$ cat src/sv/rqks_pkg.sv
// Shared types, codes and sizes of the ring queue with key search.
package rqks_pkg;

    // Ring geometry.
    localparam int DEPTH    = 8;
    localparam int ID_BYTES = 5;
    localparam int SLOT_W   = (DEPTH > 1) ? $clog2(DEPTH) : 1;

    // Field widths of the beats.
    localparam int OP_W     = 3;
    localparam int TAG_W    = 40;
    localparam int DRINK_W  = 8;
    localparam int QUERY_W  = 3;
    localparam int STAT_W   = 2;
    localparam int FOUND_W  = 3;
    localparam int PLACE_W  = 4;
    localparam int ENTRY_W  = TAG_W + DRINK_W;

    // Bits of the identifier that take part in a find.
    localparam int ID_BITS  = (8 * ID_BYTES > TAG_W) ? TAG_W : 8 * ID_BYTES;

    // Width for place-in-line arithmetic: holds DEPTH, the query and the cap.
    localparam int POS_W    = (SLOT_W + 1 > PLACE_W) ? SLOT_W + 1 : PLACE_W;
    localparam int PLACE_MAX = 15;

    // Operation codes.
    localparam logic [OP_W-1:0] OP_PUSH   = 3'd0;
    localparam logic [OP_W-1:0] OP_POP    = 3'd1;
    localparam logic [OP_W-1:0] OP_FIND   = 3'd2;
    localparam logic [OP_W-1:0] OP_POS    = 3'd3;
    localparam logic [OP_W-1:0] OP_PEEK_F = 3'd4;
    localparam logic [OP_W-1:0] OP_PEEK_R = 3'd5;

    // Result status codes.
    localparam logic [STAT_W-1:0] ST_OK     = 2'd0;
    localparam logic [STAT_W-1:0] ST_REFUSE = 2'd1;
    localparam logic [STAT_W-1:0] ST_MISS   = 2'd2;

    typedef logic [SLOT_W-1:0] t_slot;

    // Commands from the controller to the datapath.
    typedef struct packed {
        logic load_in;
        logic exec;
        logic step;
        logic peek_cap;
        logic out_load;
    } t_cmd;

    // Status from the datapath to the controller.
    typedef struct packed {
        logic go_walk;
        logic go_peek;
        logic walk_end;
        logic out_busy;
    } t_stat;

    // Next slot around the ring.
    function automatic t_slot slot_next(input t_slot s);
        if (s == t_slot'(DEPTH - 1)) begin
            return '0;
        end
        return s + t_slot'(1);
    endfunction

endpackage

$ cat src/sv/rqks_ram.sv
// Generic single-write, single-read RAM with registered read data.
module rqks_ram #(
    parameter int WIDTH = 8,
    parameter int DEPTH = 8,
    parameter int AW    = (DEPTH > 1) ? $clog2(DEPTH) : 1
) (
    input  logic             i_clk,
    input  logic             i_we,
    input  logic [AW-1:0]    i_waddr,
    input  logic [WIDTH-1:0] i_wdata,
    input  logic [AW-1:0]    i_raddr,
    output logic [WIDTH-1:0] o_rdata
);

    logic [WIDTH-1:0] r_mem [DEPTH];
    logic [WIDTH-1:0] r_rdata;

    // Write port and registered read port.
    always_ff @(posedge i_clk) begin
        if (i_we) begin
            r_mem[i_waddr] <= i_wdata;
        end
        r_rdata <= r_mem[i_raddr];
    end

    assign o_rdata = r_rdata;

endmodule

$ cat src/sv/rqks_ctrl.sv
// Sequencer of the ring queue: takes a beat, runs the operation, hands off the result.
module rqks_ctrl
    import rqks_pkg::*;
(
    input  logic  i_clk,
    input  logic  i_rst_n,
    input  logic  i_valid,
    output logic  o_ready,
    input  t_stat i_stat,
    output t_cmd  o_cmd
);

    localparam logic [2:0] S_IDLE  = 3'd0;
    localparam logic [2:0] S_EXEC  = 3'd1;
    localparam logic [2:0] S_CHECK = 3'd2;
    localparam logic [2:0] S_PEEK  = 3'd3;
    localparam logic [2:0] S_DONE  = 3'd4;

    logic [2:0] r_state;
    logic [2:0] n_state;

    // State register.
    always_ff @(posedge i_clk) begin
        if (!i_rst_n) begin
            r_state <= S_IDLE;
        end else begin
            r_state <= n_state;
        end
    end

    // Next state and commands.
    always_comb begin
        n_state = r_state;
        o_cmd   = '0;
        o_ready = 1'b0;
        unique case (r_state)
            S_IDLE: begin
                o_ready = 1'b1;
                if (i_valid) begin
                    o_cmd.load_in = 1'b1;
                    n_state       = S_EXEC;
                end
            end
            S_EXEC: begin
                o_cmd.exec = 1'b1;
                if (i_stat.go_walk) begin
                    n_state = S_CHECK;
                end else if (i_stat.go_peek) begin
                    n_state = S_PEEK;
                end else begin
                    n_state = S_DONE;
                end
            end
            S_CHECK: begin
                // One ring entry is compared per cycle.
                o_cmd.step = 1'b1;
                if (i_stat.walk_end) begin
                    n_state = S_DONE;
                end
            end
            S_PEEK: begin
                o_cmd.peek_cap = 1'b1;
                n_state        = S_DONE;
            end
            S_DONE: begin
                // Wait here while the previous result is still held.
                if (!i_stat.out_busy) begin
                    o_cmd.out_load = 1'b1;
                    n_state        = S_IDLE;
                end
            end
            default: begin
                n_state = S_IDLE;
            end
        endcase
    end

endmodule

$ cat src/sv/rqks_dp.sv
// Datapath of the ring queue: pointers, entry store, search walk and result register.
module rqks_dp
    import rqks_pkg::*;
(
    input  logic               i_clk,
    input  logic               i_rst_n,
    input  t_cmd               i_cmd,
    output t_stat              o_stat,
    input  logic [OP_W-1:0]    i_operation,
    input  logic [TAG_W-1:0]   i_tag_id,
    input  logic [DRINK_W-1:0] i_drink_code,
    input  logic [QUERY_W-1:0] i_slot_query,
    input  logic               i_ready,
    output logic               o_valid,
    output logic [STAT_W-1:0]  o_status,
    output logic [FOUND_W-1:0] o_slot_found,
    output logic [PLACE_W-1:0] o_line_place,
    output logic [TAG_W-1:0]   o_entry_tag,
    output logic [DRINK_W-1:0] o_entry_drink,
    output logic               o_ring_full,
    output logic               o_ring_empty
);

    // Latched input beat.
    logic [OP_W-1:0]    r_op;
    logic [TAG_W-1:0]   r_tag;
    logic [DRINK_W-1:0] r_drink;
    logic [QUERY_W-1:0] r_query;

    // Ring control state.
    t_slot r_head;
    t_slot r_tail;
    logic  r_empty;
    t_slot r_ptr;

    // Working result.
    logic [STAT_W-1:0]  r_status;
    logic [FOUND_W-1:0] r_found;
    logic [PLACE_W-1:0] r_place;
    logic [TAG_W-1:0]   r_etag;
    logic [DRINK_W-1:0] r_edrink;

    // Output register.
    logic               r_out_valid;
    logic [STAT_W-1:0]  r_o_status;
    logic [FOUND_W-1:0] r_o_found;
    logic [PLACE_W-1:0] r_o_place;
    logic [TAG_W-1:0]   r_o_tag;
    logic [DRINK_W-1:0] r_o_drink;
    logic               r_o_full;
    logic               r_o_empty;

    t_slot              head_nx;
    t_slot              tail_nx;
    t_slot              ptr_nx;
    logic               ring_full;
    logic               push_ok;
    logic               tag_match;
    logic               at_tail;
    logic [ENTRY_W-1:0] rd_data;
    logic [TAG_W-1:0]   rd_tag;
    logic [DRINK_W-1:0] rd_drink;
    t_slot              wr_addr;
    t_slot              rd_addr;

    logic [POS_W-1:0]   q_ext;
    logic [POS_W-1:0]   h_ext;
    logic [POS_W-1:0]   t_ext;
    logic [POS_W-1:0]   q_dist;
    logic [POS_W-1:0]   span;
    logic [POS_W-1:0]   place_raw;
    logic               q_occupied;
    logic [PLACE_W-1:0] place_sat;

    assign head_nx   = slot_next(r_head);
    assign tail_nx   = slot_next(r_tail);
    assign ptr_nx    = slot_next(r_ptr);
    assign ring_full = !r_empty && (tail_nx == r_head);
    assign push_ok   = i_cmd.exec && (r_op == OP_PUSH) && !ring_full;

    // Entry store: an empty ring restarts at slot zero.
    assign wr_addr = r_empty ? '0 : tail_nx;
    assign rd_addr = i_cmd.step ? ptr_nx : ((r_op == OP_PEEK_R) ? r_tail : r_head);

    rqks_ram #(
        .WIDTH (ENTRY_W),
        .DEPTH (DEPTH)
    ) u_store (
        .i_clk   (i_clk),
        .i_we    (push_ok),
        .i_waddr (wr_addr),
        .i_wdata ({r_tag, r_drink}),
        .i_raddr (rd_addr),
        .o_rdata (rd_data)
    );

    assign rd_tag    = rd_data[ENTRY_W-1:DRINK_W];
    assign rd_drink  = rd_data[DRINK_W-1:0];
    assign tag_match = (rd_tag[ID_BITS-1:0] == r_tag[ID_BITS-1:0]);
    assign at_tail   = (r_ptr == r_tail);

    // Place in line of the queried slot, measured from the head.
    assign q_ext      = POS_W'(r_query);
    assign h_ext      = POS_W'(r_head);
    assign t_ext      = POS_W'(r_tail);
    assign q_dist     = (q_ext >= h_ext) ? (q_ext - h_ext) : (q_ext + POS_W'(DEPTH) - h_ext);
    assign span       = (t_ext >= h_ext) ? (t_ext - h_ext) : (t_ext + POS_W'(DEPTH) - h_ext);
    assign q_occupied = !r_empty && (q_ext < POS_W'(DEPTH)) && (q_dist <= span);
    assign place_raw  = q_dist + POS_W'(1);
    assign place_sat  = (place_raw > POS_W'(PLACE_MAX)) ? PLACE_W'(PLACE_MAX)
                                                        : place_raw[PLACE_W-1:0];

    // Status toward the controller.
    always_comb begin
        o_stat.go_walk  = (r_op == OP_FIND) && !r_empty;
        o_stat.go_peek  = ((r_op == OP_PEEK_F) || (r_op == OP_PEEK_R)) && !r_empty;
        o_stat.walk_end = tag_match || at_tail;
        o_stat.out_busy = r_out_valid && !i_ready;
    end

    // Ring pointers and occupancy.
    always_ff @(posedge i_clk) begin
        if (!i_rst_n) begin
            r_head  <= '0;
            r_tail  <= '0;
            r_empty <= 1'b1;
        end else if (i_cmd.exec) begin
            if (push_ok) begin
                if (r_empty) begin
                    r_head  <= '0;
                    r_tail  <= '0;
                    r_empty <= 1'b0;
                end else begin
                    r_tail <= tail_nx;
                end
            end else if ((r_op == OP_POP) && !r_empty) begin
                if (r_head == r_tail) begin
                    r_empty <= 1'b1;
                end else begin
                    r_head <= head_nx;
                end
            end
        end
    end

    // Input latch, walk pointer and working result.
    always_ff @(posedge i_clk) begin
        if (i_cmd.load_in) begin
            r_op    <= i_operation;
            r_tag   <= i_tag_id;
            r_drink <= i_drink_code;
            r_query <= i_slot_query;
        end
        if (i_cmd.exec) begin
            r_status <= ST_OK;
            r_found  <= '0;
            r_place  <= '0;
            r_etag   <= '0;
            r_edrink <= '0;
            r_ptr    <= r_head;
            unique case (r_op) inside
                OP_PUSH: begin
                    if (ring_full) begin
                        r_status <= ST_REFUSE;
                    end
                end
                OP_POP, OP_PEEK_F, OP_PEEK_R: begin
                    if (r_empty) begin
                        r_status <= ST_REFUSE;
                    end
                end
                OP_FIND: begin
                    r_status <= ST_MISS;
                end
                OP_POS: begin
                    if (q_occupied) begin
                        r_place <= place_sat;
                    end else begin
                        r_status <= ST_MISS;
                    end
                end
                default: begin
                end
            endcase
        end
        // Search walk: stop at the first match or at the tail.
        if (i_cmd.step) begin
            if (tag_match) begin
                r_status <= ST_OK;
                r_found  <= FOUND_W'(r_ptr);
            end else if (!at_tail) begin
                r_ptr <= ptr_nx;
            end
        end
        if (i_cmd.peek_cap) begin
            r_etag   <= rd_tag;
            r_edrink <= rd_drink;
        end
    end

    // Output valid flag.
    always_ff @(posedge i_clk) begin
        if (!i_rst_n) begin
            r_out_valid <= 1'b0;
        end else if (i_cmd.out_load) begin
            r_out_valid <= 1'b1;
        end else if (i_ready) begin
            r_out_valid <= 1'b0;
        end
    end

    // Output payload, with the ring flags as they stand after the operation.
    always_ff @(posedge i_clk) begin
        if (i_cmd.out_load) begin
            r_o_status <= r_status;
            r_o_found  <= r_found;
            r_o_place  <= r_place;
            r_o_tag    <= r_etag;
            r_o_drink  <= r_edrink;
            r_o_full   <= ring_full;
            r_o_empty  <= r_empty;
        end
    end

    assign o_valid       = r_out_valid;
    assign o_status      = r_o_status;
    assign o_slot_found  = r_o_found;
    assign o_line_place  = r_o_place;
    assign o_entry_tag   = r_o_tag;
    assign o_entry_drink = r_o_drink;
    assign o_ring_full   = r_o_full;
    assign o_ring_empty  = r_o_empty;

endmodule

$ cat src/sv/ring_queue_with_key_search_top.sv
// Top level of the ring queue with key search.
//
// Input channel: i_valid / o_ready carry one operation beat (operation, tag_id,
// drink_code, slot_query). Output channel: o_valid / i_ready carry one result
// beat per operation (status, slot found, place in line, peeked entry, flags).
// The block takes one operation at a time. After the accepting edge, push, pop,
// position and the undefined codes run an execute step, then a done step whose
// load of the output register raises o_valid; a peek of a non-empty ring adds a
// capture step and a find on a non-empty ring adds walk steps over 1 to DEPTH
// entries from the head: the walk compares one stored entry per cycle through the
// single registered read port of the entry RAM.
// The next beat is taken in the cycle after the result moves into the output
// register, even while that result still waits for the receiver.
// When the receiver stalls, the result holds and a finished follow-up operation
// waits in its last step until the output register frees.
// Reset empties the ring (head and tail at slot zero) and drops any pending
// result; the entry RAM is not cleared, as only written slots are ever read.
module ring_queue_with_key_search_top
    import rqks_pkg::*;
(
    input  logic               i_clk,
    input  logic               i_rst_n,
    input  logic               i_valid,
    output logic               o_ready,
    input  logic [OP_W-1:0]    i_operation,
    input  logic [TAG_W-1:0]   i_tag_id,
    input  logic [DRINK_W-1:0] i_drink_code,
    input  logic [QUERY_W-1:0] i_slot_query,
    output logic               o_valid,
    input  logic               i_ready,
    output logic [STAT_W-1:0]  o_status,
    output logic [FOUND_W-1:0] o_slot_found,
    output logic [PLACE_W-1:0] o_line_place,
    output logic [TAG_W-1:0]   o_entry_tag,
    output logic [DRINK_W-1:0] o_entry_drink,
    output logic               o_ring_full,
    output logic               o_ring_empty
);

    t_cmd  cmd;
    t_stat stat;

    // Sequencer.
    rqks_ctrl u_ctrl (
        .i_clk   (i_clk),
        .i_rst_n (i_rst_n),
        .i_valid (i_valid),
        .o_ready (o_ready),
        .i_stat  (stat),
        .o_cmd   (cmd)
    );

    // Datapath.
    rqks_dp u_dp (
        .i_clk         (i_clk),
        .i_rst_n       (i_rst_n),
        .i_cmd         (cmd),
        .o_stat        (stat),
        .i_operation   (i_operation),
        .i_tag_id      (i_tag_id),
        .i_drink_code  (i_drink_code),
        .i_slot_query  (i_slot_query),
        .i_ready       (i_ready),
        .o_valid       (o_valid),
        .o_status      (o_status),
        .o_slot_found  (o_slot_found),
        .o_line_place  (o_line_place),
        .o_entry_tag   (o_entry_tag),
        .o_entry_drink (o_entry_drink),
        .o_ring_full   (o_ring_full),
        .o_ring_empty  (o_ring_empty)
    );

`ifndef NO_ASSERTIONS
    // A new beat is never taken in the cycle right after one was accepted.
    a_one_at_a_time: assert property (@(posedge i_clk) disable iff (!i_rst_n)
        (i_valid && o_ready) |=> !o_ready)
        else $error("input accepted while an operation is in progress");

    // A result cannot report a ring that is both full and empty.
    a_flags_exclusive: assert property (@(posedge i_clk) disable iff (!i_rst_n)
        o_valid |-> !(o_ring_full && o_ring_empty))
        else $error("result reports ring full and empty together");

    // A miss carries no slot and no place in line.
    a_miss_fields: assert property (@(posedge i_clk) disable iff (!i_rst_n)
        (o_valid && (o_status == ST_MISS)) |-> ((o_slot_found == '0) && (o_line_place == '0)))
        else $error("not-found result carries data");

    // A refusal carries no peeked entry.
    a_refuse_fields: assert property (@(posedge i_clk) disable iff (!i_rst_n)
        (o_valid && (o_status == ST_REFUSE)) |-> ((o_entry_tag == '0) && (o_entry_drink == '0)))
        else $error("refused result carries entry data");
`endif

endmodule
$ cat config.mk
export PLATFORM = sky130hd
export DESIGN_NAME = ring_queue_with_key_search_top
export DESIGN_NICKNAME = d
export VERILOG_FILES = /design/src/sv/rqks_pkg.sv /design/src/sv/rqks_ram.sv /design/src/sv/rqks_ctrl.sv /design/src/sv/rqks_dp.sv /design/src/sv/ring_queue_with_key_search_top.sv
export SDC_FILE = /design/constraint.sdc
export NUM_CORES = 1
export LEC_CHECK = 0
export BUFFER_PORTS_ARGS = -buffer_cell sky130_fd_sc_hd__buf_2
export CORE_ASPECT_RATIO = 0.6
export CORE_MARGIN = 2
export CORE_UTILIZATION = 45
export CTS_CLUSTER_SIZE = 24
export DETAILED_ROUTE_END_ITERATION = 8
export GPL_TIMING_DRIVEN = 0
export HOLD_SLACK_MARGIN = 0.06
export SYNTH_ARGS = -nofsm -noshare
export SYNTH_HDL_FRONTEND = slang
export SYNTH_SLANG_ARGS = --single-unit
$ cat constraint.sdc
create_clock -name i_clk -period 6.6 [get_ports i_clk]
set_input_delay 0.66 -clock i_clk [delete_from_list [all_inputs] [get_ports i_clk]]
set_output_delay 0.66 -clock i_clk [all_outputs]
set_load 0.05 [all_outputs]
Word-level counts from Yosys, hierarchy flattened
Memories as Yosys holds them, arrays and structs flattened. A register that Yosys moved wholly into a read port is not among the register bits.
Index checks and enable logic that the tools add are counted.
- add/sub/neg operators: 10
- magnitude comparators: 5
- eq/ne operators: 21
- multiplexer cells: 58
- reductions and logical operators: 26
- operators by type and width (operator ; count):
    $mux W40 ; 2
    $mux W3 ; 25
    $eq A40 B40 Y1 ; 1
    $mux W1 ; 20
    $eq A3 B3 Y1 const B ; 6
    $mux W8 ; 2
    $pmux W3 S5 ; 1
    $eq A3 B2 Y1 const B ; 4
    $mux W4 ; 3
    $add A3 B1 Y3 const B ; 3
    $eq A3 B3 Y1 ; 3
    $logic_and A1 B1 Y1 ; 9
    $add A3 B4 Y4 const B ; 2
    $mux W2 ; 4
    $pmux W2 S4 ; 1
    $reduce_bool A2 Y1 ; 4
    $sub A3 B3 Y4 ; 2
    $sub A4 B3 Y4 ; 2
    $eq A3 B1 Y1 const B ; 2
    $ge A3 B3 Y1 ; 2
    $logic_not A3 Y1 ; 2
    $ne A2 B2 Y1 const B ; 3
    $reduce_and A3 Y1 ; 2
    $add A4 B1 Y4 const B ; 1
    other kinds (9) ; 14
- register bits after elaboration: 184
- bits in writable memories: 384
- bits of input ports: 58
- logic and storage cells: 143
- memories kept: 1
- memory list (name ; depth ; bits a word ; read ports ; clocked after memory_dff ; write ports ; RTL line ; source):
    u_dp.u_store.r_mem ; 8 ; 48 ; 1 ; 1 ; 1 ; rqks_ram.sv:15 ; logic [WIDTH-1:0] r_mem [DEPTH];

Longest topological paths before layout
- word-level depth: 10
- depth in mapped cells: 14
- mapped depth without buffers: 14

By module
From an unflattened synthesis, not the netlist that was laid out.
- cells, all modules: 1088
- area total of the unflattened synthesis: 22988.3 µm²
- by module, submodules not included (module ; instances ; cells each ; area an instance (µm²) ; seq. area each (µm²)):
    rqks_ram ; 1 ; 616 ; 15620.0 ; 12492.0
    rqks_dp ; 1 ; 443 ; 7111.8 ; 5275.1
    rqks_ctrl ; 1 ; 29 ; 256.5 ; 60.1

Worst setup path before layout
OpenSTA, ideal clock, no wires.
- path kind: reg2reg
- start: register u_dp.r_tail[1]
- end: memory u_dp.u_store.r_mem[6][0] (netlist bit) (enable)
- arrival: 6.379 ns
- required time: 6.010 ns
- setup slack: -0.369 ns
- stages on the path, launching flop included: 7
- path buffers: 0
- cells stage by stage: dfxtp_1 -> ha_1 -> ha_1 -> nor2_1 -> xor2_1 -> o31ai_2 -> nor4b_1
- cells in the longest elaborated chain, start to end: 9
- elaborated cells on any way between the ends: 11
- classes of those cells: add/sub (1); eq/ne (2); mux (5); reduce/logical (3)
- RTL lines (element ; RTL line ; source):
    from (decl) ; rqks_dp.sv:32 ; t_slot r_tail;
    from (signal assigned) ; rqks_dp.sv:134 ; r_tail <= tail_nx;
    parallel branches: the longest is 2 deep, another holds $add A3 B1 Y3 ; -- ;
    $mux W3 (*) ; rqks_pkg.sv:63 ; return s + t_slot'(1);
    $eq A3 B3 Y1 ; rqks_dp.sv:78 ; assign ring_full = !r_empty && (tail_nx == r_head);
    $logic_and A1 B1 Y1 ; rqks_dp.sv:78 ;
    $logic_not A1 Y1 ; rqks_dp.sv:79 ; assign push_ok = i_cmd.exec && (r_op == OP_PUSH) && !ring_full;
    $logic_and A1 B1 Y1 ; rqks_dp.sv:79 ;
    $mux W1 ; rqks_ram.sv:20 ; if (i_we) begin
    $mux W1 (implied by the code) ; rqks_ram.sv:21 ; r_mem[i_waddr] <= i_wdata;
    to (decl) ; rqks_ram.sv:15 ;
Mark *: on every way between the ends.

Worst setup path in the final report
- start: register u_dp.r_tail[1]
- end: memory u_dp.u_store.r_mem[4][39] (netlist bit) (enable)
Same word-level chain as after synthesis.

==> run metrics <==
Critical path destination u_dp.u_store.r_mem[4][39]; actual slew at the worst max-slew pin 1.10 ns; area grow syn2layout 16.5%; Bufs on Longest Clock Path 3; internal power 0.00622 W; Initial Util 45.3%; row count 64; Detailed Routing Iterations Pass 1 5; Mapped Area 22900 µm²; worst hold slack 0.244 ns; vias in the first global route 12666; Mapped Avg Cell Area 15.3 µm²; Iter 0 DRT Violations 1441; Clk Latency, worst-skew pair 0.59 ns; pin count of the biggest net entering global routing 58; GRT overflow 0; total wire length 54.7 mm; CTS sink count 616; PostCTS Resize Cnt 0; worst min-delay path class in2reg; most frequent cells in the layout edfxtp_1 (549), nand2_1 (303), buf_2 (155); Netlist cell types 49; Hold Fails Final Rpt 0; clk root buf clkbuf_16; crit path from u_dp.r_tail[1]; logic gate share of total power 3.0%; DIE WIDTH 296 µm; DR WL/cell 22.3 µm; Worst slew margin 25.7%; reg-to-reg startpoint u_dp.r_tail[1]; WS Path Type reg2reg; Critical Path AT 4.19 ns; RD Place Congestion 0.800; ANT nets after route 0; Worst setup SP type register; Net Sw Power 0.00163 W; final setup violation count 0; clock share of power 40.5%; status finished clean; CTS tree done; dpl ws 2.75 ns; Static Leak 9.82 nW; first-pass GRT wire length 80.5 mm; Yosys reg bits 616; initial antenna violation count 0; fraction of layout cells with a size suffix above 1 16.8%; pins over their slew limit 0; CP Capture Type register; Main synth FF type edfxtp_1; Detail Placement HPWL 36.5 mm; Ys Warns 0; core area 50700 µm²; Tot GR Track Use 20.9%; Synth async-reset ratio 0%; die footprint 52900 µm²; CTS Buf Count 55; f_max 257 MHz; post-layout util 52.7%; Worst-path clk slew 0.06 ns; number of synthesized flops with an enable pin 549; Synth Instances 1499; via count 13094; register area share after synthesis 77.7%; worst vdd rail ir drop 0.000193 V; H-tree depth 2; maxcap violations 0; fin crit share 59.0%; die extent in y 179 µm; DRC 0; Cell Pwr Density 294 nW/µm²; CP required 6.89 ns; clock skew 0.0227 ns; post-CTS setup buffers 0; CTS hold repair buffers 0; input/output buffers 118; post-layout net count 1792; Post-Syn Nets 1578; num ports 119; Crit Path Max Fanout 10; Crit Reg-Reg Endpoint u_dp.u_store.r_mem[4][39]; internal reg-to-reg setup slack 2.71 ns; vias per cell 5.34; minimum clock period 3.89 ns; Net Sw Frac 20.8%; fraction of power consumed by sequential logic 56.5%; commonest non-fill, non-tap cell in the layout edfxtp_1; RSZ-0062 raised after global routing false; R2R depth 10; Setup WS post-layout 2.71 ns
[worst min path at each step]
stage                                  endpoint  cells past startpoint              from  slack (ns)
after floorplan           u_dp.o_entry_drink[0]                      0  u_dp.r_edrink[0]        0.40
after global placement      u_dp.o_entry_tag[9]                      0    u_dp.r_etag[9]        0.40
after detailed placement    u_dp.o_entry_tag[9]                      0    u_dp.r_etag[9]        0.40
after CTS                       u_dp.r_drink[5]                      1   i_drink_code[5]        0.21
after global routing            u_dp.r_query[2]                      1   i_slot_query[2]        0.22
final                           u_dp.r_drink[3]                      1   i_drink_code[3]        0.24
[per-layer routing]
| metal | vias to the layer above | global-route usage [%] | wire, µm |
|---|---|---|---|
| li1 | 6012 | - | - |
| met1 | 6518 | 31.1 | 24900 |
| met2 | 485 | 31.9 | 24200 |
| met3 | 79 | 4.18 | 4580 |
| met4 | 0 | 4.74 | 1010 |
| met5 | - | 0 | 0 |
[layout make-up]
class                      count  area, µm²
fill                        4134      24000
sequential                   616      17800
multi-input combinational    792       4780
clock buffer                  75       1520
timing repair buffer         157       1060
tap                          693        867
buffer                        70        343
clock inverter                27        251
inverter                      21       78.8
antenna                        1       2.50
[state kept, by name (all words and copies together), names as in the netlist, 4 cells and up]
register and count:
u_dp.r_tag 40, u_dp.r_place 4, u_dp.r_drink 8, u_dp.r_edrink 8
u_dp.o_entry_drink 8, u_dp.o_line_place 4, u_dp.u_store.o_rdata 48, u_dp.r_etag 40
u_dp.u_store.r_mem 384, u_dp.o_entry_tag 40
[cell usage after synthesis (11+ instances only)]
master / number / share of area (%)
nor2_1: 16 / 0.26
and3_1: 98 / 2.7
dfxtp_1: 67 / 5.8
inv_1: 20 / 0.33
buf_2: 37 / 0.81
edfxtp_1: 549 / 72
nand3_1: 98 / 2.1
nand2_1: 303 / 5.0
ha_1: 17 / 0.93
clkbuf_1: 28 / 0.46
mux2i_1: 57 / 2.5
xnor2_1: 38 / 1.5
a32oi_1: 48 / 1.8
xor2_1: 11 / 0.42
[kinds of logic (layout without fill, tap and decap cells)]
kind of cell,after synthesis,count (layout),synth area share (%)
AO/OA/AOI/OAI,88,88,2.93
XOR/XNOR,49,49,1.87
adder cells (fa/ha/maj),21,21,1.28
buffers and inverters,91,350,1.82
flip-flops,616,616,77.7
multiplexers,61,61,2.69
other,0,1,0
AND/OR/NAND/NOR,573,573,11.7
[critical path, cell delays in order, from the launching register on]
cell,delay (ns)
dfxtp_1,0.41
ha_1,0.23
ha_1,0.17
nor2_1,0.44
xor2_1,0.27
o31ai_2,0.22
nor4_2,0.96
buf_4,0.34
buf_4,0.21
buf_4,0.18
buf_4,0.18
[power groups by stage]
| stage | Combinational (W) | Clock, W | Sequential [W] |
|---|---|---|---|
| finish | 0.000234 | 0.00318 | 0.00443 |
| global route | 0.000253 | 0.00338 | 0.00444 |
| CTS | 0.000237 | 0.00324 | 0.00443 |
| detailed placement | 0.000236 | 0 | 0.00452 |
| global placement | 0.000222 | 0 | 0.00452 |
| floorplan | 0.0000947 | 0 | 0.00453 |
[metrics by stage]
step / power [W] / setup TNS (ns) / cells / cell area, µm²
final: 0.00785 / 0 / 2452 / 26700
after global routing: 0.00808 / 0 / 2451 / 26700
after CTS: 0.00791 / 0 / 2451 / 26700
after detailed placement: 0.00475 / 0 / 2349 / 25000
after global placement: 0.00474 / -806.41 / 2310 / 24400
after floorplan: 0.00462 / 0 / 1499 / 23000
(Power assumes the default switching activity.)
